==> src/rtl/assert_macros.svh <==
// shared assertion macros
`ifndef ASSERT_MACROS_SVH
`define ASSERT_MACROS_SVH

// same-cycle implication
`define PPG_ASSERT(label, clk, rst, ante, cons) \
   label: assert property (@(posedge clk) disable iff (rst) (ante) |-> (cons)) \
      else $error("assertion failed");

// next-cycle implication
`define PPG_ASSERT_NEXT(label, clk, rst, ante, cons) \
   label: assert property (@(posedge clk) disable iff (rst) (ante) |=> (cons)) \
      else $error("assertion failed");

`endif

==> src/rtl/ppg_pkg.sv <==
package ppg_pkg;

   // q16 constants
   localparam int Q_ONE    = 65536;
   localparam int Q_C02    = 13107;
   localparam int Q_C002   = 1311;
   localparam int Q_C0075  = 4915;
   localparam int Q_C0055  = 3604;
   localparam int Q_C004   = 2621;
   localparam int Q_PI     = 205887;
   localparam int Q_HALFPI = 102944;
   localparam int Q_TWOPI  = 411775;
   localparam int Q_GAIN   = 39797;

   localparam int MAX_ITERS  = 24;
   localparam int ITER_W     = 5;
   localparam int REDUCE_TOP = 12;
   localparam int SQRT_TOP   = 19;

   typedef struct packed {
      logic       new_frame;
      logic [6:0] x_pos;
      logic [5:0] y_pos;
   } ppg_req_type;

   typedef struct packed {
      logic [3:0] shade_level;
      logic [7:0] glyph_code;
   } ppg_rsp_type;

   typedef enum logic [4:0] {
      OP_NONE,
      OP_LOAD,
      OP_T,
      OP_K,
      OP_ANG_K,
      OP_ANG_2K,
      OP_ANG_3K,
      OP_ANG_4K,
      OP_ST_S1,
      OP_ST_C2,
      OP_ST_C3,
      OP_ST_S4,
      OP_P1A,
      OP_P1B,
      OP_P2A,
      OP_P2B,
      OP_ANG_1,
      OP_ANG_2,
      OP_ANG_3,
      OP_ANG_4,
      OP_ANG_5,
      OP_ADD_SIN_SUM,
      OP_ADD_COS_34,
      OP_ADD_SIN_34,
      OP_OUT
   } ppg_op_type;

   typedef struct packed {
      ppg_op_type op;
      logic       trig_go;
      logic       sqrt_go;
   } ppg_cmd_type;

   typedef struct packed {
      logic trig_done;
      logic sqrt_done;
   } ppg_status_type;

   typedef enum logic [5:0] {
      ST_IDLE, ST_T, ST_K,
      ST_AK1, ST_G1, ST_W1,
      ST_AK2, ST_G2, ST_W2,
      ST_AK3, ST_G3, ST_W3,
      ST_AK4, ST_G4, ST_W4,
      ST_P1A, ST_P1B, ST_A1, ST_G5, ST_W5,
      ST_P2A, ST_P2B, ST_A2, ST_G6, ST_W6,
      ST_A3, ST_G7, ST_W7,
      ST_A4, ST_G8, ST_W8,
      ST_SQ, ST_SQW,
      ST_A5, ST_G9, ST_W9,
      ST_OUT
   } ppg_state_type;

   typedef enum logic [1:0] {
      TP_IDLE,
      TP_REDUCE,
      TP_FOLD,
      TP_ROTATE
   } ppg_trig_phase_type;

   function automatic logic [15:0] atan_q(input logic [ITER_W-1:0] i);
      logic [15:0] r;
      unique case (i)
         5'd0:    r = 16'd51472;
         5'd1:    r = 16'd30385;
         5'd2:    r = 16'd16055;
         5'd3:    r = 16'd8150;
         5'd4:    r = 16'd4091;
         5'd5:    r = 16'd2047;
         5'd6:    r = 16'd1024;
         5'd7:    r = 16'd512;
         5'd8:    r = 16'd256;
         5'd9:    r = 16'd128;
         5'd10:   r = 16'd64;
         5'd11:   r = 16'd32;
         5'd12:   r = 16'd16;
         5'd13:   r = 16'd8;
         5'd14:   r = 16'd4;
         5'd15:   r = 16'd2;
         5'd16:   r = 16'd1;
         default: r = 16'd0;
      endcase
      return r;
   endfunction

   function automatic logic [7:0] glyph_of(input logic [3:0] lvl);
      logic [7:0] g;
      unique case (lvl)
         4'd0:    g = 8'd32;
         4'd1:    g = 8'd46;
         4'd2:    g = 8'd43;
         4'd3:    g = 8'd120;
         4'd4:    g = 8'd120;
         4'd5:    g = 8'd88;
         4'd6:    g = 8'd120;
         4'd7:    g = 8'd120;
         4'd8:    g = 8'd43;
         4'd9:    g = 8'd46;
         default: g = 8'd32;
      endcase
      return g;
   endfunction

endpackage

==> src/rtl/ppg_trig.sv <==
`include "assert_macros.svh"

module ppg_trig #(
   parameter int CORDIC_ITERS = 16
) (
   input  logic               clock,
   input  logic               reset,
   input  logic               go,
   input  logic signed [31:0] ang,
   output logic signed [19:0] sin_out,
   output logic signed [19:0] cos_out,
   output logic               done
);

   ppg_pkg::ppg_trig_phase_type phase_ff, phase_in;
   logic done_ff, done_in;

   logic [31:0] mag_ff;
   logic        neg_ff;
   logic [3:0]  j_ff;
   logic signed [19:0] x_ff, y_ff, z_ff;
   logic [ppg_pkg::ITER_W-1:0] i_ff;
   logic        negcos_ff;

   logic [31:0] mod_val;
   logic        last;
   logic signed [20:0] m, r0, r1, r2;
   logic        fold_neg;
   logic signed [19:0] dx, dy, at;

   assign mod_val = 32'(ppg_pkg::Q_TWOPI) << j_ff;
   assign last    = (i_ff == ppg_pkg::ITER_W'(CORDIC_ITERS - 1));
   assign dx      = y_ff >>> i_ff;
   assign dy      = x_ff >>> i_ff;
   assign at      = $signed({4'b0, ppg_pkg::atan_q(i_ff)});

   // fold reduced angle into [-pi/2, pi/2]
   always_comb begin
      m  = $signed({2'b0, mag_ff[18:0]});
      r0 = neg_ff ? -m : m;
      if (r0 < 0) begin
         r0 = r0 + 21'(ppg_pkg::Q_TWOPI);
      end
      r1 = (r0 > 21'(ppg_pkg::Q_PI)) ? r0 - 21'(ppg_pkg::Q_TWOPI) : r0;
      fold_neg = 1'b0;
      r2 = r1;
      priority if (r1 > 21'(ppg_pkg::Q_HALFPI)) begin
         r2 = 21'(ppg_pkg::Q_PI) - r1;
         fold_neg = 1'b1;
      end else if (r1 < -21'(ppg_pkg::Q_HALFPI)) begin
         r2 = -21'(ppg_pkg::Q_PI) - r1;
         fold_neg = 1'b1;
      end else begin
         r2 = r1;
      end
   end

   always_comb begin
      phase_in = phase_ff;
      done_in  = 1'b0;
      unique case (phase_ff)
         ppg_pkg::TP_IDLE: begin
            if (go) begin
               phase_in = ppg_pkg::TP_REDUCE;
            end
         end
         ppg_pkg::TP_REDUCE: begin
            if (j_ff == 4'd0) begin
               phase_in = ppg_pkg::TP_FOLD;
            end
         end
         ppg_pkg::TP_FOLD: begin
            phase_in = ppg_pkg::TP_ROTATE;
         end
         ppg_pkg::TP_ROTATE: begin
            if (last) begin
               phase_in = ppg_pkg::TP_IDLE;
               done_in  = 1'b1;
            end
         end
         default: phase_in = ppg_pkg::TP_IDLE;
      endcase
   end

   always_ff @(posedge clock) begin
      if (reset) begin
         phase_ff <= ppg_pkg::TP_IDLE;
         done_ff  <= 1'b0;
      end else begin
         phase_ff <= phase_in;
         done_ff  <= done_in;
      end
   end

   always_ff @(posedge clock) begin
      unique case (phase_ff)
         ppg_pkg::TP_IDLE: begin
            if (go) begin
               mag_ff <= ang[31] ? 32'(-ang) : 32'(ang);
               neg_ff <= ang[31];
               j_ff   <= 4'(ppg_pkg::REDUCE_TOP);
            end
         end
         ppg_pkg::TP_REDUCE: begin
            if (mag_ff >= mod_val) begin
               mag_ff <= mag_ff - mod_val;
            end
            j_ff <= j_ff - 4'd1;
         end
         ppg_pkg::TP_FOLD: begin
            z_ff      <= 20'(r2);
            x_ff      <= 20'(ppg_pkg::Q_GAIN);
            y_ff      <= 20'sd0;
            i_ff      <= '0;
            negcos_ff <= fold_neg;
         end
         ppg_pkg::TP_ROTATE: begin
            if (z_ff >= 0) begin
               x_ff <= x_ff - dx;
               y_ff <= y_ff + dy;
               z_ff <= z_ff - at;
            end else begin
               x_ff <= x_ff + dx;
               y_ff <= y_ff - dy;
               z_ff <= z_ff + at;
            end
            i_ff <= i_ff + 1'b1;
         end
         default: ;
      endcase
   end

   assign sin_out = y_ff;
   assign cos_out = negcos_ff ? -x_ff : x_ff;
   assign done    = done_ff;

   `PPG_ASSERT(a_go_when_idle, clock, reset, go, phase_ff == ppg_pkg::TP_IDLE)
   `PPG_ASSERT(a_done_at_idle, clock, reset, done_ff, phase_ff == ppg_pkg::TP_IDLE)

endmodule

==> src/rtl/ppg_dp.sv <==
`include "assert_macros.svh"

module ppg_dp #(
   parameter int SCREEN_W     = 128,
   parameter int SCREEN_H     = 64,
   parameter int CORDIC_ITERS = 16
) (
   input  logic                    clock,
   input  logic                    reset,
   input  ppg_pkg::ppg_req_type    req_word,
   input  ppg_pkg::ppg_cmd_type    cmd,
   output ppg_pkg::ppg_status_type status,
   output ppg_pkg::ppg_rsp_type    rsp_word
);

   logic [15:0] frame_ff;
   logic [6:0]  x_ff, x_in;
   logic [5:0]  y_ff, y_in;
   logic signed [31:0] t_ff, k_ff, acc_ff, ang_ff, sum_ff, v34_ff;
   logic signed [19:0] s1_ff, c2_ff, c3_ff, s4_ff;
   ppg_pkg::ppg_rsp_type rsp_ff;

   logic signed [31:0] mul_a;
   logic signed [19:0] mul_b;
   logic signed [51:0] prod;
   logic signed [31:0] prod_q;

   logic signed [19:0] trig_sin, trig_cos;
   logic               trig_done;

   logic [39:0] sq_n_ff, sq_res_ff, sq_bit, sq_cand;
   logic [4:0]  sq_idx_ff;
   logic        sq_busy_ff, sq_done_ff;

   logic [15:0] q_prod;
   logic [7:0]  q3;
   logic [15:0] d_prod;
   logic [3:0]  d10;
   logic [7:0]  lvl_wide;
   logic [3:0]  lvl;

   function automatic logic signed [31:0] tenfold(input logic signed [19:0] s);
      logic signed [31:0] e;
      e = $signed({{12{s[19]}}, s});
      return 32'(10 * ppg_pkg::Q_ONE) + (e <<< 3) + (e <<< 1);
   endfunction

   // off-screen coordinates clamp to the last column or row
   always_comb begin
      x_in = req_word.x_pos;
      y_in = req_word.y_pos;
      if (int'(req_word.x_pos) >= SCREEN_W) begin
         x_in = 7'(SCREEN_W - 1);
      end
      if (int'(req_word.y_pos) >= SCREEN_H) begin
         y_in = 6'(SCREEN_H - 1);
      end
   end

   // shared multiplier operand select
   always_comb begin
      mul_a = '0;
      mul_b = '0;
      unique case (cmd.op)
         ppg_pkg::OP_T: begin
            mul_a = $signed({16'b0, frame_ff});
            mul_b = 20'(ppg_pkg::Q_C02);
         end
         ppg_pkg::OP_K: begin
            mul_a = t_ff + $signed({10'b0, y_ff, 16'b0});
            mul_b = 20'(ppg_pkg::Q_C002);
         end
         ppg_pkg::OP_P1A: begin
            mul_a = $signed({25'b0, x_ff});
            mul_b = s1_ff;
         end
         ppg_pkg::OP_P1B: begin
            mul_a = $signed({25'b0, y_ff, 1'b0});
            mul_b = c2_ff;
         end
         ppg_pkg::OP_P2A: begin
            mul_a = $signed({25'b0, x_ff});
            mul_b = c3_ff;
         end
         ppg_pkg::OP_P2B: begin
            mul_a = $signed({25'b0, y_ff, 1'b0});
            mul_b = s4_ff;
         end
         ppg_pkg::OP_ANG_1: begin
            mul_a = acc_ff;
            mul_b = 20'(ppg_pkg::Q_C0075);
         end
         ppg_pkg::OP_ANG_2: begin
            mul_a = acc_ff;
            mul_b = 20'(ppg_pkg::Q_C0055);
         end
         ppg_pkg::OP_ANG_3: begin
            mul_a = t_ff + $signed({9'b0, y_ff, 17'b0});
            mul_b = 20'(ppg_pkg::Q_C004);
         end
         ppg_pkg::OP_ANG_4: begin
            mul_a = t_ff + $signed({9'b0, x_ff, 16'b0});
            mul_b = 20'(ppg_pkg::Q_C004);
         end
         default: begin
            mul_a = '0;
            mul_b = '0;
         end
      endcase
   end

   assign prod   = mul_a * mul_b;
   assign prod_q = prod[47:16];

   always_ff @(posedge clock) begin
      if (reset) begin
         frame_ff <= '0;
      end else if (cmd.op == ppg_pkg::OP_LOAD) begin
         frame_ff <= frame_ff + 16'(req_word.new_frame);
      end
   end

   always_ff @(posedge clock) begin
      unique case (cmd.op)
         ppg_pkg::OP_LOAD: begin
            x_ff   <= x_in;
            y_ff   <= y_in;
            sum_ff <= '0;
            v34_ff <= '0;
         end
         ppg_pkg::OP_T:      t_ff   <= prod[31:0];
         ppg_pkg::OP_K:      k_ff   <= prod_q;
         ppg_pkg::OP_ANG_K:  ang_ff <= k_ff;
         ppg_pkg::OP_ANG_2K: ang_ff <= k_ff <<< 1;
         ppg_pkg::OP_ANG_3K: ang_ff <= k_ff + (k_ff <<< 1);
         ppg_pkg::OP_ANG_4K: ang_ff <= k_ff <<< 2;
         ppg_pkg::OP_ST_S1:  s1_ff  <= trig_sin;
         ppg_pkg::OP_ST_C2:  c2_ff  <= trig_cos;
         ppg_pkg::OP_ST_C3:  c3_ff  <= trig_cos;
         ppg_pkg::OP_ST_S4:  s4_ff  <= trig_sin;
         ppg_pkg::OP_P1A:    acc_ff <= prod[31:0];
         ppg_pkg::OP_P1B:    acc_ff <= acc_ff + prod[31:0];
         ppg_pkg::OP_P2A:    acc_ff <= prod[31:0];
         ppg_pkg::OP_P2B:    acc_ff <= acc_ff + prod[31:0];
         ppg_pkg::OP_ANG_1:  ang_ff <= prod_q;
         ppg_pkg::OP_ANG_2:  ang_ff <= prod_q;
         ppg_pkg::OP_ANG_3:  ang_ff <= prod_q;
         ppg_pkg::OP_ANG_4:  ang_ff <= prod_q;
         ppg_pkg::OP_ANG_5:  ang_ff <= k_ff + $signed({11'b0, sq_res_ff[20:0]});
         ppg_pkg::OP_ADD_SIN_SUM: sum_ff <= sum_ff + tenfold(trig_sin);
         ppg_pkg::OP_ADD_COS_34:  v34_ff <= v34_ff + tenfold(trig_cos);
         ppg_pkg::OP_ADD_SIN_34:  v34_ff <= v34_ff + tenfold(trig_sin);
         ppg_pkg::OP_OUT: begin
            rsp_ff.shade_level <= lvl;
            rsp_ff.glyph_code  <= ppg_pkg::glyph_of(lvl);
         end
         default: ;
      endcase
   end

   // level: floor(sum / 3.0) mod 10, reciprocal multiplies on the small integer part
   assign q_prod   = 16'(sum_ff[23:16]) * 16'd171;
   assign q3       = q_prod[15:8] >> 1;
   assign d_prod   = 16'(q3) * 16'd205;
   assign d10      = 4'(d_prod >> 11);
   assign lvl_wide = q3 - 8'(d10) * 8'd10;
   assign lvl      = (sum_ff > 0) ? lvl_wide[3:0] : 4'd0;

   // square root, one result bit a cycle
   assign sq_bit  = 40'(1) << {sq_idx_ff, 1'b0};
   assign sq_cand = sq_res_ff + sq_bit;

   always_ff @(posedge clock) begin
      if (reset) begin
         sq_busy_ff <= 1'b0;
         sq_done_ff <= 1'b0;
      end else begin
         sq_done_ff <= 1'b0;
         if (cmd.sqrt_go) begin
            sq_busy_ff <= 1'b1;
         end else if (sq_busy_ff && sq_idx_ff == 5'd0) begin
            sq_busy_ff <= 1'b0;
            sq_done_ff <= 1'b1;
         end
      end
   end

   always_ff @(posedge clock) begin
      if (cmd.sqrt_go) begin
         sq_n_ff   <= (v34_ff > 0) ? {v34_ff[23:0], 16'b0} : 40'd0;
         sq_res_ff <= '0;
         sq_idx_ff <= 5'(ppg_pkg::SQRT_TOP);
      end else if (sq_busy_ff) begin
         if (sq_n_ff >= sq_cand) begin
            sq_n_ff   <= sq_n_ff - sq_cand;
            sq_res_ff <= (sq_res_ff >> 1) + sq_bit;
         end else begin
            sq_res_ff <= sq_res_ff >> 1;
         end
         sq_idx_ff <= sq_idx_ff - 5'd1;
      end
   end

   ppg_trig #(
      .CORDIC_ITERS(CORDIC_ITERS)
   ) u_trig (
      .clock   (clock),
      .reset   (reset),
      .go      (cmd.trig_go),
      .ang     (ang_ff),
      .sin_out (trig_sin),
      .cos_out (trig_cos),
      .done    (trig_done)
   );

   assign status.trig_done = trig_done;
   assign status.sqrt_done = sq_done_ff;
   assign rsp_word         = rsp_ff;

   `PPG_ASSERT(a_sqrt_done_idle, clock, reset, sq_done_ff, !sq_busy_ff)
   `PPG_ASSERT_NEXT(a_sqrt_starts, clock, reset, cmd.sqrt_go, sq_busy_ff)

endmodule

==> src/rtl/ppg_ctrl.sv <==
`include "assert_macros.svh"

module ppg_ctrl (
   input  logic                    clock,
   input  logic                    reset,
   input  logic                    req_valid,
   output logic                    req_stall,
   output logic                    rsp_valid,
   input  logic                    rsp_stall,
   input  ppg_pkg::ppg_status_type status,
   output ppg_pkg::ppg_cmd_type    cmd
);

   ppg_pkg::ppg_state_type state_ff, state_in;
   logic rsp_valid_ff, rsp_valid_in;

   always_comb begin
      state_in    = state_ff;
      cmd.op      = ppg_pkg::OP_NONE;
      cmd.trig_go = 1'b0;
      cmd.sqrt_go = 1'b0;
      unique case (state_ff)
         ppg_pkg::ST_IDLE: begin
            if (req_valid) begin
               cmd.op   = ppg_pkg::OP_LOAD;
               state_in = ppg_pkg::ST_T;
            end
         end
         ppg_pkg::ST_T: begin
            cmd.op = ppg_pkg::OP_T; state_in = ppg_pkg::ST_K;
         end
         ppg_pkg::ST_K: begin
            cmd.op = ppg_pkg::OP_K; state_in = ppg_pkg::ST_AK1;
         end
         ppg_pkg::ST_AK1: begin
            cmd.op = ppg_pkg::OP_ANG_K; state_in = ppg_pkg::ST_G1;
         end
         ppg_pkg::ST_G1: begin
            cmd.trig_go = 1'b1; state_in = ppg_pkg::ST_W1;
         end
         ppg_pkg::ST_W1: begin
            if (status.trig_done) begin
               cmd.op = ppg_pkg::OP_ST_S1; state_in = ppg_pkg::ST_AK2;
            end
         end
         ppg_pkg::ST_AK2: begin
            cmd.op = ppg_pkg::OP_ANG_2K; state_in = ppg_pkg::ST_G2;
         end
         ppg_pkg::ST_G2: begin
            cmd.trig_go = 1'b1; state_in = ppg_pkg::ST_W2;
         end
         ppg_pkg::ST_W2: begin
            if (status.trig_done) begin
               cmd.op = ppg_pkg::OP_ST_C2; state_in = ppg_pkg::ST_AK3;
            end
         end
         ppg_pkg::ST_AK3: begin
            cmd.op = ppg_pkg::OP_ANG_3K; state_in = ppg_pkg::ST_G3;
         end
         ppg_pkg::ST_G3: begin
            cmd.trig_go = 1'b1; state_in = ppg_pkg::ST_W3;
         end
         ppg_pkg::ST_W3: begin
            if (status.trig_done) begin
               cmd.op = ppg_pkg::OP_ST_C3; state_in = ppg_pkg::ST_AK4;
            end
         end
         ppg_pkg::ST_AK4: begin
            cmd.op = ppg_pkg::OP_ANG_4K; state_in = ppg_pkg::ST_G4;
         end
         ppg_pkg::ST_G4: begin
            cmd.trig_go = 1'b1; state_in = ppg_pkg::ST_W4;
         end
         ppg_pkg::ST_W4: begin
            if (status.trig_done) begin
               cmd.op = ppg_pkg::OP_ST_S4; state_in = ppg_pkg::ST_P1A;
            end
         end
         ppg_pkg::ST_P1A: begin
            cmd.op = ppg_pkg::OP_P1A; state_in = ppg_pkg::ST_P1B;
         end
         ppg_pkg::ST_P1B: begin
            cmd.op = ppg_pkg::OP_P1B; state_in = ppg_pkg::ST_A1;
         end
         ppg_pkg::ST_A1: begin
            cmd.op = ppg_pkg::OP_ANG_1; state_in = ppg_pkg::ST_G5;
         end
         ppg_pkg::ST_G5: begin
            cmd.trig_go = 1'b1; state_in = ppg_pkg::ST_W5;
         end
         ppg_pkg::ST_W5: begin
            if (status.trig_done) begin
               cmd.op = ppg_pkg::OP_ADD_SIN_SUM; state_in = ppg_pkg::ST_P2A;
            end
         end
         ppg_pkg::ST_P2A: begin
            cmd.op = ppg_pkg::OP_P2A; state_in = ppg_pkg::ST_P2B;
         end
         ppg_pkg::ST_P2B: begin
            cmd.op = ppg_pkg::OP_P2B; state_in = ppg_pkg::ST_A2;
         end
         ppg_pkg::ST_A2: begin
            cmd.op = ppg_pkg::OP_ANG_2; state_in = ppg_pkg::ST_G6;
         end
         ppg_pkg::ST_G6: begin
            cmd.trig_go = 1'b1; state_in = ppg_pkg::ST_W6;
         end
         ppg_pkg::ST_W6: begin
            if (status.trig_done) begin
               cmd.op = ppg_pkg::OP_ADD_SIN_SUM; state_in = ppg_pkg::ST_A3;
            end
         end
         ppg_pkg::ST_A3: begin
            cmd.op = ppg_pkg::OP_ANG_3; state_in = ppg_pkg::ST_G7;
         end
         ppg_pkg::ST_G7: begin
            cmd.trig_go = 1'b1; state_in = ppg_pkg::ST_W7;
         end
         ppg_pkg::ST_W7: begin
            if (status.trig_done) begin
               cmd.op = ppg_pkg::OP_ADD_COS_34; state_in = ppg_pkg::ST_A4;
            end
         end
         ppg_pkg::ST_A4: begin
            cmd.op = ppg_pkg::OP_ANG_4; state_in = ppg_pkg::ST_G8;
         end
         ppg_pkg::ST_G8: begin
            cmd.trig_go = 1'b1; state_in = ppg_pkg::ST_W8;
         end
         ppg_pkg::ST_W8: begin
            if (status.trig_done) begin
               cmd.op = ppg_pkg::OP_ADD_SIN_34; state_in = ppg_pkg::ST_SQ;
            end
         end
         ppg_pkg::ST_SQ: begin
            cmd.sqrt_go = 1'b1; state_in = ppg_pkg::ST_SQW;
         end
         ppg_pkg::ST_SQW: begin
            if (status.sqrt_done) begin
               state_in = ppg_pkg::ST_A5;
            end
         end
         ppg_pkg::ST_A5: begin
            cmd.op = ppg_pkg::OP_ANG_5; state_in = ppg_pkg::ST_G9;
         end
         ppg_pkg::ST_G9: begin
            cmd.trig_go = 1'b1; state_in = ppg_pkg::ST_W9;
         end
         ppg_pkg::ST_W9: begin
            if (status.trig_done) begin
               cmd.op = ppg_pkg::OP_ADD_SIN_SUM; state_in = ppg_pkg::ST_OUT;
            end
         end
         ppg_pkg::ST_OUT: begin
            if (!rsp_valid_ff || !rsp_stall) begin
               cmd.op = ppg_pkg::OP_OUT; state_in = ppg_pkg::ST_IDLE;
            end
         end
         default: state_in = ppg_pkg::ST_IDLE;
      endcase
   end

   always_comb begin
      rsp_valid_in = rsp_valid_ff && rsp_stall;
      if (cmd.op == ppg_pkg::OP_OUT) begin
         rsp_valid_in = 1'b1;
      end
   end

   always_ff @(posedge clock) begin
      if (reset) begin
         state_ff     <= ppg_pkg::ST_IDLE;
         rsp_valid_ff <= 1'b0;
      end else begin
         state_ff     <= state_in;
         rsp_valid_ff <= rsp_valid_in;
      end
   end

   assign req_stall = (state_ff != ppg_pkg::ST_IDLE);
   assign rsp_valid = rsp_valid_ff;

   `PPG_ASSERT(a_no_overwrite, clock, reset, cmd.op == ppg_pkg::OP_OUT, !rsp_valid_ff || !rsp_stall)
   `PPG_ASSERT(a_trig_done_waited, clock, reset, status.trig_done, state_ff == ppg_pkg::ST_W1 || state_ff == ppg_pkg::ST_W2 || state_ff == ppg_pkg::ST_W3 || state_ff == ppg_pkg::ST_W4 || state_ff == ppg_pkg::ST_W5 || state_ff == ppg_pkg::ST_W6 || state_ff == ppg_pkg::ST_W7 || state_ff == ppg_pkg::ST_W8 || state_ff == ppg_pkg::ST_W9)

endmodule

==> src/rtl/plasma_pattern_pixel_generator_unit.sv <==
// plasma pattern pixel generator: takes one screen coordinate word (x_pos, y_pos and a
// new_frame flag that bumps a 16-bit wrapping frame counter first) and returns one word
// with the shade level 0..9 and the glyph byte for that cell. coordinates past the screen
// edge clamp to the last column or row. the nine sine/cosine evaluations share one
// iterative unit (13 range-reduction steps, one fold, CORDIC_ITERS rotations), and
// there is a 20-step square root besides. one word is in work at a time; the next is
// taken once the result sits in the output register, which holds it while rsp_stall is
// high.
module plasma_pattern_pixel_generator_unit #(
   parameter int SCREEN_W     = 128,
   parameter int SCREEN_H     = 64,
   parameter int CORDIC_ITERS = 16
) (
   input  logic                 clock,
   input  logic                 reset,
   // request side
   input  logic                 req_valid,
   output logic                 req_stall,
   input  ppg_pkg::ppg_req_type req_word,
   // response side
   output logic                 rsp_valid,
   input  logic                 rsp_stall,
   output ppg_pkg::ppg_rsp_type rsp_word
);

   // command and status between sequencer and datapath
   ppg_pkg::ppg_cmd_type    cmd;
   ppg_pkg::ppg_status_type status;

   // sequencer: walks the fixed order of multiplies, trig calls and the root
   ppg_ctrl u_ctrl (
      .clock     (clock),
      .reset     (reset),
      .req_valid (req_valid),
      .req_stall (req_stall),
      .rsp_valid (rsp_valid),
      .rsp_stall (rsp_stall),
      .status    (status),
      .cmd       (cmd)
   );

   // datapath: frame counter, shared multiplier, trig unit, root, output register
   ppg_dp #(
      .SCREEN_W     (SCREEN_W),
      .SCREEN_H     (SCREEN_H),
      .CORDIC_ITERS (CORDIC_ITERS)
   ) u_dp (
      .clock    (clock),
      .reset    (reset),
      .req_word (req_word),
      .cmd      (cmd),
      .status   (status),
      .rsp_word (rsp_word)
   );

endmodule
==> config.mk <==
export PLATFORM = sky130hd
export DESIGN_NAME = plasma_pattern_pixel_generator_unit
export DESIGN_NICKNAME = d
export VERILOG_FILES = /design/src/rtl/ppg_pkg.sv /design/src/rtl/ppg_trig.sv /design/src/rtl/ppg_dp.sv /design/src/rtl/ppg_ctrl.sv /design/src/rtl/plasma_pattern_pixel_generator_unit.sv
export VERILOG_INCLUDE_DIRS = /design/src /design/src/rtl
export SDC_FILE = /design/constraint.sdc
export NUM_CORES = 2
export LEC_CHECK = 0
export BUFFER_PORTS_ARGS = -buffer_cell sky130_fd_sc_hd__buf_2
export CORE_ASPECT_RATIO = 0.5
export CORE_UTILIZATION = 61
export DETAILED_ROUTE_END_ITERATION = 8
export GPL_ROUTABILITY_DRIVEN = 1
export PLACE_DENSITY = 0.83
export SKIP_CTS_REPAIR_TIMING = 1
export SLEW_MARGIN = 10
export SYNTH_ARGS = -nofsm -noshare
export SYNTH_HDL_FRONTEND = slang
export SYNTH_SLANG_ARGS = --single-unit
export TNS_END_PERCENT = 1
==> constraint.sdc <==
create_clock -name clock -period 17.4 [get_ports clock]
set_input_delay 4.35 -clock clock [delete_from_list [all_inputs] [get_ports clock]]
set_output_delay 4.35 -clock clock [all_outputs]
set_load 0.01 [all_outputs]
# After elaboration in Yosys (flattened, before gate mapping)
# Memory sizes are Yosys's and may differ from the RTL's. A register that Yosys moved wholly into a read port is not among the register bits.
# Cells that the tools add are included.
[totals]
register_bits = 513
romBits = 624
inputBits = 18
output_inout_bits = 14
elab_cells = 268
memories = 2
[memory_table]
columns = ["name", "words", "word_bits", "rd", "rd_ports_with_merged_regs", "wr", "line_no", "source"]
rows = [
  ["(no name shown)", 32, 16, 1, 1, 0, "ppg_pkg.sv:94", "unique case (i)"],
  ["(no name shown)", 16, 7, 1, 1, 0, "ppg_pkg.sv:119", "unique case (lvl)"],
]
[classes]
addsub = 35
mul = 4
n_lt_le_gt_ge = 9
n_eq_ne = 80
shift = 4
muxes = 67
bitwise_logic = 1
reduce_logical = 34
[op_table]
columns = ["cell", "n"]
rows = [
  ["$pmux 32 s7", 1],
  ["$pmux 6 s37", 1],
  ["$mux 40", 5],
  ["$pmux 32 s2", 3],
  ["$pmux 32 s6", 1],
  ["$pmux 20 s9", 1],
  ["$add 32x32->32", 5],
  ["$mux 20", 6],
  ["$pmux 20 s2", 3],
  ["$pmux 5 s24", 1],
  ["$eq 6x5->1 const B", 16],
  ["$mux 32", 3],
  ["$pmux 32 s3", 1],
  ["$mux 6", 12],
  ["$add 32x24->32", 2],
  ["$gt 32x1->1 const B", 2],
  ["$mux 21", 3],
  ["$add 24x21->25", 2],
  ["$add 21x23->24 const A", 2],
  ["$eq 6x4->1 const B", 8],
  ["$mul 32x20->48", 1],
  ["$eq 5x4->1 const B", 9],
  ["$eq 5x5->1 const B", 9],
  ["$add 20x20->20", 2],
  ["69 further kinds", 135],
]

# Depth between registers and ports, before layout
[depth]
word_depth = 10
mapped_depth = 53
mapped_depth_nobuf = 50

# Cells and area by module
# Synthesis repeated with hierarchy kept, for this count alone.
[hier_totals]
hier_cells = 8051
area_unflattened_um2 = 70770.4
[by_module_without_submodules]
columns = ["mod", "n_inst", "cells_per_inst", "area_each_um2", "seq_area_each_um2"]
rows = [
  ["ppg_dp", 1, 5850, 53666.5, 11260.8],
  ["ppg_trig", 1, 2071, 16180.5, 3473.3],
  ["ppg_ctrl", 1, 130, 923.4, 140.1],
]

# Worst setup path after synthesis
# No wires, ideal clock.
[synth_timing]
path_kind = "input -> register"
startpoint = "input port req_valid"
endpoint = "register u_dp.acc_ff[31] (data pin)"
setup_time_ps = 267
arrival_time_ps = 15893
required_time_ps = 17133
slack_ps = 1239
path_stages = 40
path_buffers = 3
path_cell_list = "nand4_1 nand2_1 or4_1 clkbuf_1 nor3_1 clkbuf_1 clkbuf_1 nand2_1 nand3_1 o21ai_0 fa_1 inv_1 fa_1 fa_1 inv_1 fa_1 inv_1 fa_1 [... 4 more ...] ha_1 a21oi_1 nor3b_1 a2111oi_0 o41ai_1 a21boi_0 ha_1 a21o_1 a21o_1 a21oi_1 a21boi_0 a41oi_1 a211oi_1 o21ai_0 a31oi_1 xor2_1 nor2_1 xor2_1"
[synth_via]
elab_chain_cells = 8
word_cells_on_any_way = 21
cone_classes = "add/sub: 1; mul: 1; eq/ne: 10; mux: 5; reduce/logical: 4"
[synth_rtl]
columns = ["element", "line_no", "source"]
rows = [
  ["from (decl)", "plasma_pattern_pixel_generator_unit.sv:17", "input logic req_valid,"],
  ["$mux 1 *", "ppg_ctrl.sv:24", "if (req_valid) begin"],
  ["$pmux 5 s24 *", "ppg_ctrl.sv:22", "unique case (state_ff)"],
  ["$eq 5x5->1 or $eq 5x4->1 (tied branches)", "ppg_dp.sv:64", "unique case (cmd.op)"],
  ["$reduce_or 2->1 (no line)", "-", ""],
  ["$pmux 20 s9 or $pmux 32 s7 (tied branches)", "ppg_dp.sv:64", ""],
  ["$mul 32x20->48 *", "ppg_dp.sv:112", "assign prod = mul_a * mul_b;"],
  ["via u_dp.prod[22]", "ppg_dp.sv:25", "logic signed [51:0] prod;"],
  ["$add 32x32->32 *", "ppg_dp.sv:142, ppg_dp.sv:144", ""],
  ["$pmux 32 s2 *", "ppg_dp.sv:124", "unique case (cmd.op)"],
  ["to (signal assigned)", "ppg_dp.sv:142", "ppg_pkg::OP_P1B: acc_ff <= acc_ff + prod[31:0];"],
  ["to (signal assigned)", "ppg_dp.sv:143", "ppg_pkg::OP_P2A: acc_ff <= prod[31:0];"],
  ["to (signal assigned)", "ppg_dp.sv:144", "ppg_pkg::OP_P2B: acc_ff <= acc_ff + prod[31:0];"],
  ["to (decl)", "ppg_dp.sv:19", "logic signed [31:0] t_ff, k_ff, acc_ff, ang_ff, sum_ff, v34_ff;"],
]
# The timed path passes the listed nets; every way through them passes the cells marked *.
# A chain may end at the register's enable or synchronous reset.

# Worst setup path in the final report
[layout_timing]
startpoint = "input port rsp_stall"
endpoint = "register u_dp.acc_ff[31] (data pin)"
[layout_via]
elab_chain_cells = 10
word_cells_on_any_way = 23
cone_classes = "add/sub: 1; mul: 1; eq/ne: 10; mux: 5; reduce/logical: 6"
[layout_rtl]
columns = ["element", "line_no", "source"]
rows = [
  ["from (decl)", "plasma_pattern_pixel_generator_unit.sv:22", "input logic rsp_stall,"],
  ["$logic_not 1->1 *", "ppg_ctrl.sv:155", "if (!rsp_valid_ff || !rsp_stall) begin"],
  ["$logic_or 1x1->1 *", "ppg_ctrl.sv:155", ""],
  ["$mux 5 *", "ppg_ctrl.sv:155", ""],
  ["$pmux 5 s24 *", "ppg_ctrl.sv:22", ""],
  ["$eq 5x5->1 or $eq 5x4->1 (tied branches)", "ppg_dp.sv:64", ""],
  ["$reduce_or 2->1 (no line)", "-", ""],
  ["$pmux 20 s9 or $pmux 32 s7 (tied branches)", "ppg_dp.sv:64", ""],
  ["$mul 32x20->48 *", "ppg_dp.sv:112", ""],
  ["via u_dp.prod[22]", "ppg_dp.sv:25", ""],
  ["$add 32x32->32 *", "ppg_dp.sv:142, ppg_dp.sv:144", ""],
  ["$pmux 32 s2 *", "ppg_dp.sv:124", ""],
]
# Marked as above.

==> impl_metrics.yaml <==
global_routing:
  overflow: 0
  antenna_found_initial: 5
  grt_util_met2_pct: 50.1
  grt_busiest_layer: "met2"
  grt_pass1_wl_um: 292000
  met3_usage_pct: 7.45
  grt_use_met1_pct: 45.9
  grt_pass1_vias: 53900
  grt_usage_pct: 32.5
  grt_max_degree: 79
critical_path:
  cp_common_cell: "fa_1"
  path_class: "input port to register"
  worst_path_max_delay_cell: "nand2_1"
  r2r-start: "u_ctrl.state_ff[0]$_SDFFE_PP0P_"
  cp.arrival_ns: 15.67
  startpoint: "rsp_stall"
  startpoint_type: "input port"
  r2r_cells: 44
  cp.depth: 44
  cpLargestDelayFamily: "adder cells"
  critPathBufInv: 10
  required_ns: 17.78
  critPathMaxStageDelay_ns: 0.71
  rrSetupSlack_ns: 3.42
  r2r-end: "u_dp.acc_ff[31]$_DFFE_PP_"
  endpoint_kind: "register"
  cp_max_fo: 16
  critPathCapture: "u_dp.acc_ff[31]$_DFFE_PP_"
synthesis:
  synth_largest_area_cell: "edfxtp_1"
  yosysSeqAreaShare_pct: 21.9
  yosysWarningCount: 0
  synth_top_area_share_pct: 19.3
  ys_top_cells_by_count: "inv_1, nand2_1, nor2_1, ha_1, fa_1"
  ys_async_sr_fraction_pct: 0
  synth_edf_count: 436
  syn_area_um2: 67900
  syn_avg_cell_area_um2: 8.86
  synth_most_common_cell: "inv_1"
  synth_ff_type: "edfxtp_1"
  synth.area.top_cells: "edfxtp_1, fa_1, ha_1, inv_1, xnor2_1"
  ys_ff_latch: 525
  synthesis.instances: 7661
  synth_cell_types: 99
floorplanning:
  pin_count: 32
  core_um2: 110000
  rows: 86
  die_h_um: 238
  die_w_um: 474
  initial_core_util_pct: 61.6
  die_area_um2: 113000
detailed_routing:
  wl_per_cell_um: 19.7
  drt_wl_total_um: 183000
  vias: 56500
  drt-initial-drc-count: 6525
  drt_pass1_iterations: 9
  viasPerCell: 6.08
  drcViolationCount: 0
  detail-route-antenna-nets: 0
final_layout:
  fill_cells: 8829
  multiInputGateArea_um2: 49100
  utilization_pct: 65.5
  layout.nets: 9055
  register_area_um2: 14900
  syn_to_final_growth_pct: 6.31
  drive_gt1_share_pct: 4.76
sta:
  finalMaxSlewViolations: 0
  min_period_over_period_pct: 87.9
  fin_tns_setup_ns: 0
  worst_slack_ns: 2.11
  rsz0062_at_grt: "false"
  worst_pin_slew_ns: 1.34
  setup_viol: 0
  fmax_mhz: 65.4
  hold_viol: 0
  finalWorstPathRequiredPeriod_ns: 15.29
  relSlewSlack_pct: 10.2
  skew_ns: 0.0499
clock_tree:
  numCtsBuffers: 54
  clk_latency_ns: 0.67
  cts_tree: "done"
  cts_root_buffer: "clkbuf_16"
  h-tree-depth: 2
  clock_sinks: 525
  clk_pin_slew_ns: 0.07
  cts.path.max_buffers: 3
placement:
  io_buffers: 30
  dp_hpwl_um: 144000
  gp_congestion: 1.01
  dpl_worst_slack_ns: 1.67
flow_run:
  max_cap_violations: 0
min_path:
  hp-class: "register to register"
status:
  status: "finished clean"
-- worst min path at each step --
stage / to / from / slack [ns] / cells after the start
6_report: u_dp.sq_res_ff[39]$_SDFFE_PP0P_ / u_dp.sq_res_ff[39]$_SDFFE_PP0P_ / 0.53 / 2
5_1_grt: u_dp.sq_res_ff[39]$_SDFFE_PP0P_ / u_dp.sq_res_ff[39]$_SDFFE_PP0P_ / 0.55 / 2
4_1_cts: u_dp.sq_res_ff[39]$_SDFFE_PP0P_ / u_dp.sq_res_ff[39]$_SDFFE_PP0P_ / 0.53 / 2
3_5_place_dp: u_dp.frame_ff[11]$_SDFFE_PP0N_ / u_dp.frame_ff[11]$_SDFFE_PP0N_ / 0.52 / 2
3_3_place_gp: u_dp.frame_ff[11]$_SDFFE_PP0N_ / u_dp.frame_ff[11]$_SDFFE_PP0N_ / 0.50 / 2
2_1_floorplan: u_dp.frame_ff[0]$_SDFFE_PP0N_ / u_dp.frame_ff[0]$_SDFFE_PP0N_ / 0.45 / 2
-- stage by stage --
step / hold WS, ns / cells / area [µm²]
6_report: 0.529 / 9299 / 72200
5_1_grt: 0.545 / 9297 / 72200
4_1_cts: 0.531 / 9296 / 72200
3_5_place_dp: 0.520 / 9195 / 70400
3_3_place_gp: 0.499 / 9195 / 70400
2_1_floorplan: 0.453 / 7847 / 68600
-- routing by layer --
layer / vias up / wire length, µm / part of all wire (%)
met5: - / 28 / 0.015
met4: 4 / 5250 / 2.9
met3: 369 / 20300 / 11
met2: 2606 / 80600 / 44
met1: 27200 / 76900 / 42
li1: 26300 / - / -
-- kinds of logic after synthesis --
logic type | Yosys count | synth area share (%)
muxes | 109 | 2.03
DFF | 525 | 21.9
xor gates and xnor gates | 561 | 7.27
other | 2 | 0.0111
buffers and inverters | 1269 | 7.07
adders and majority gates | 1281 | 30.6
AOI/OAI and AO/OA | 1660 | 16.0
and+or+nand+nor | 2254 | 15.1
-- registers in the layout (all words and copies together), names as in the netlist, 32 cells and up --
register	cells
u_dp.k_ff	32
u_dp.acc_ff	32
u_dp.ang_ff	32
u_dp.u_trig.mag_ff	32
u_dp.t_ff	32
u_dp.sq_n_ff	40
u_dp.sq_res_ff	40
-- worst register-to-register path, delay by kind of cell, from the launching register on --
kind / cells / cell delay [ns]
adders and majority gates: 9 / 3.55
buffers and inverters: 7 / 1.02
AOI/OAI and AO/OA: 16 / 3.95
DFF: 1 / 0.80
and+or+nand+nor: 10 / 4.07
xor gates and xnor gates: 2 / 0.32
-- cells in the final DEF (no fill, tap or decap), types with 149 or more instances in the layout --
| master | synthesis | final |
|---|---|---|
| edfxtp_1 | 436 | 436 |
| fa_1 | 634 | 634 |
| a21oi_1 | 427 | 426 |
| ha_1 | 647 | 646 |
| o21ai_0 | 374 | 372 |
| nor2_1 | 671 | 667 |
| xor2_1 | 220 | 220 |
| conb_1 | 2 | 188 |
| xnor2_1 | 338 | 338 |
| inv_1 | 1004 | 1003 |
| nand2_1 | 781 | 781 |
| nor3_1 | 156 | 149 |
-- layout make-up --
| cell class | count | area share [%] |
|---|---|---|
| Antenna cell | 2 | 0.00693 |
| Clock buffer | 65 | 2.00 |
| Clock inverter | 36 | 0.513 |
| Inverter | 1009 | 5.25 |
| Multi-Input combinational cell | 6053 | 68.0 |
| Sequential cell | 525 | 20.6 |
| Tap cell | 1496 | 2.59 |
| Timing Repair Buffer | 113 | 1.07 |
Power is not shown: default switching activity piles up to over one toggle a cycle in this logic, so the estimate is an artifact.
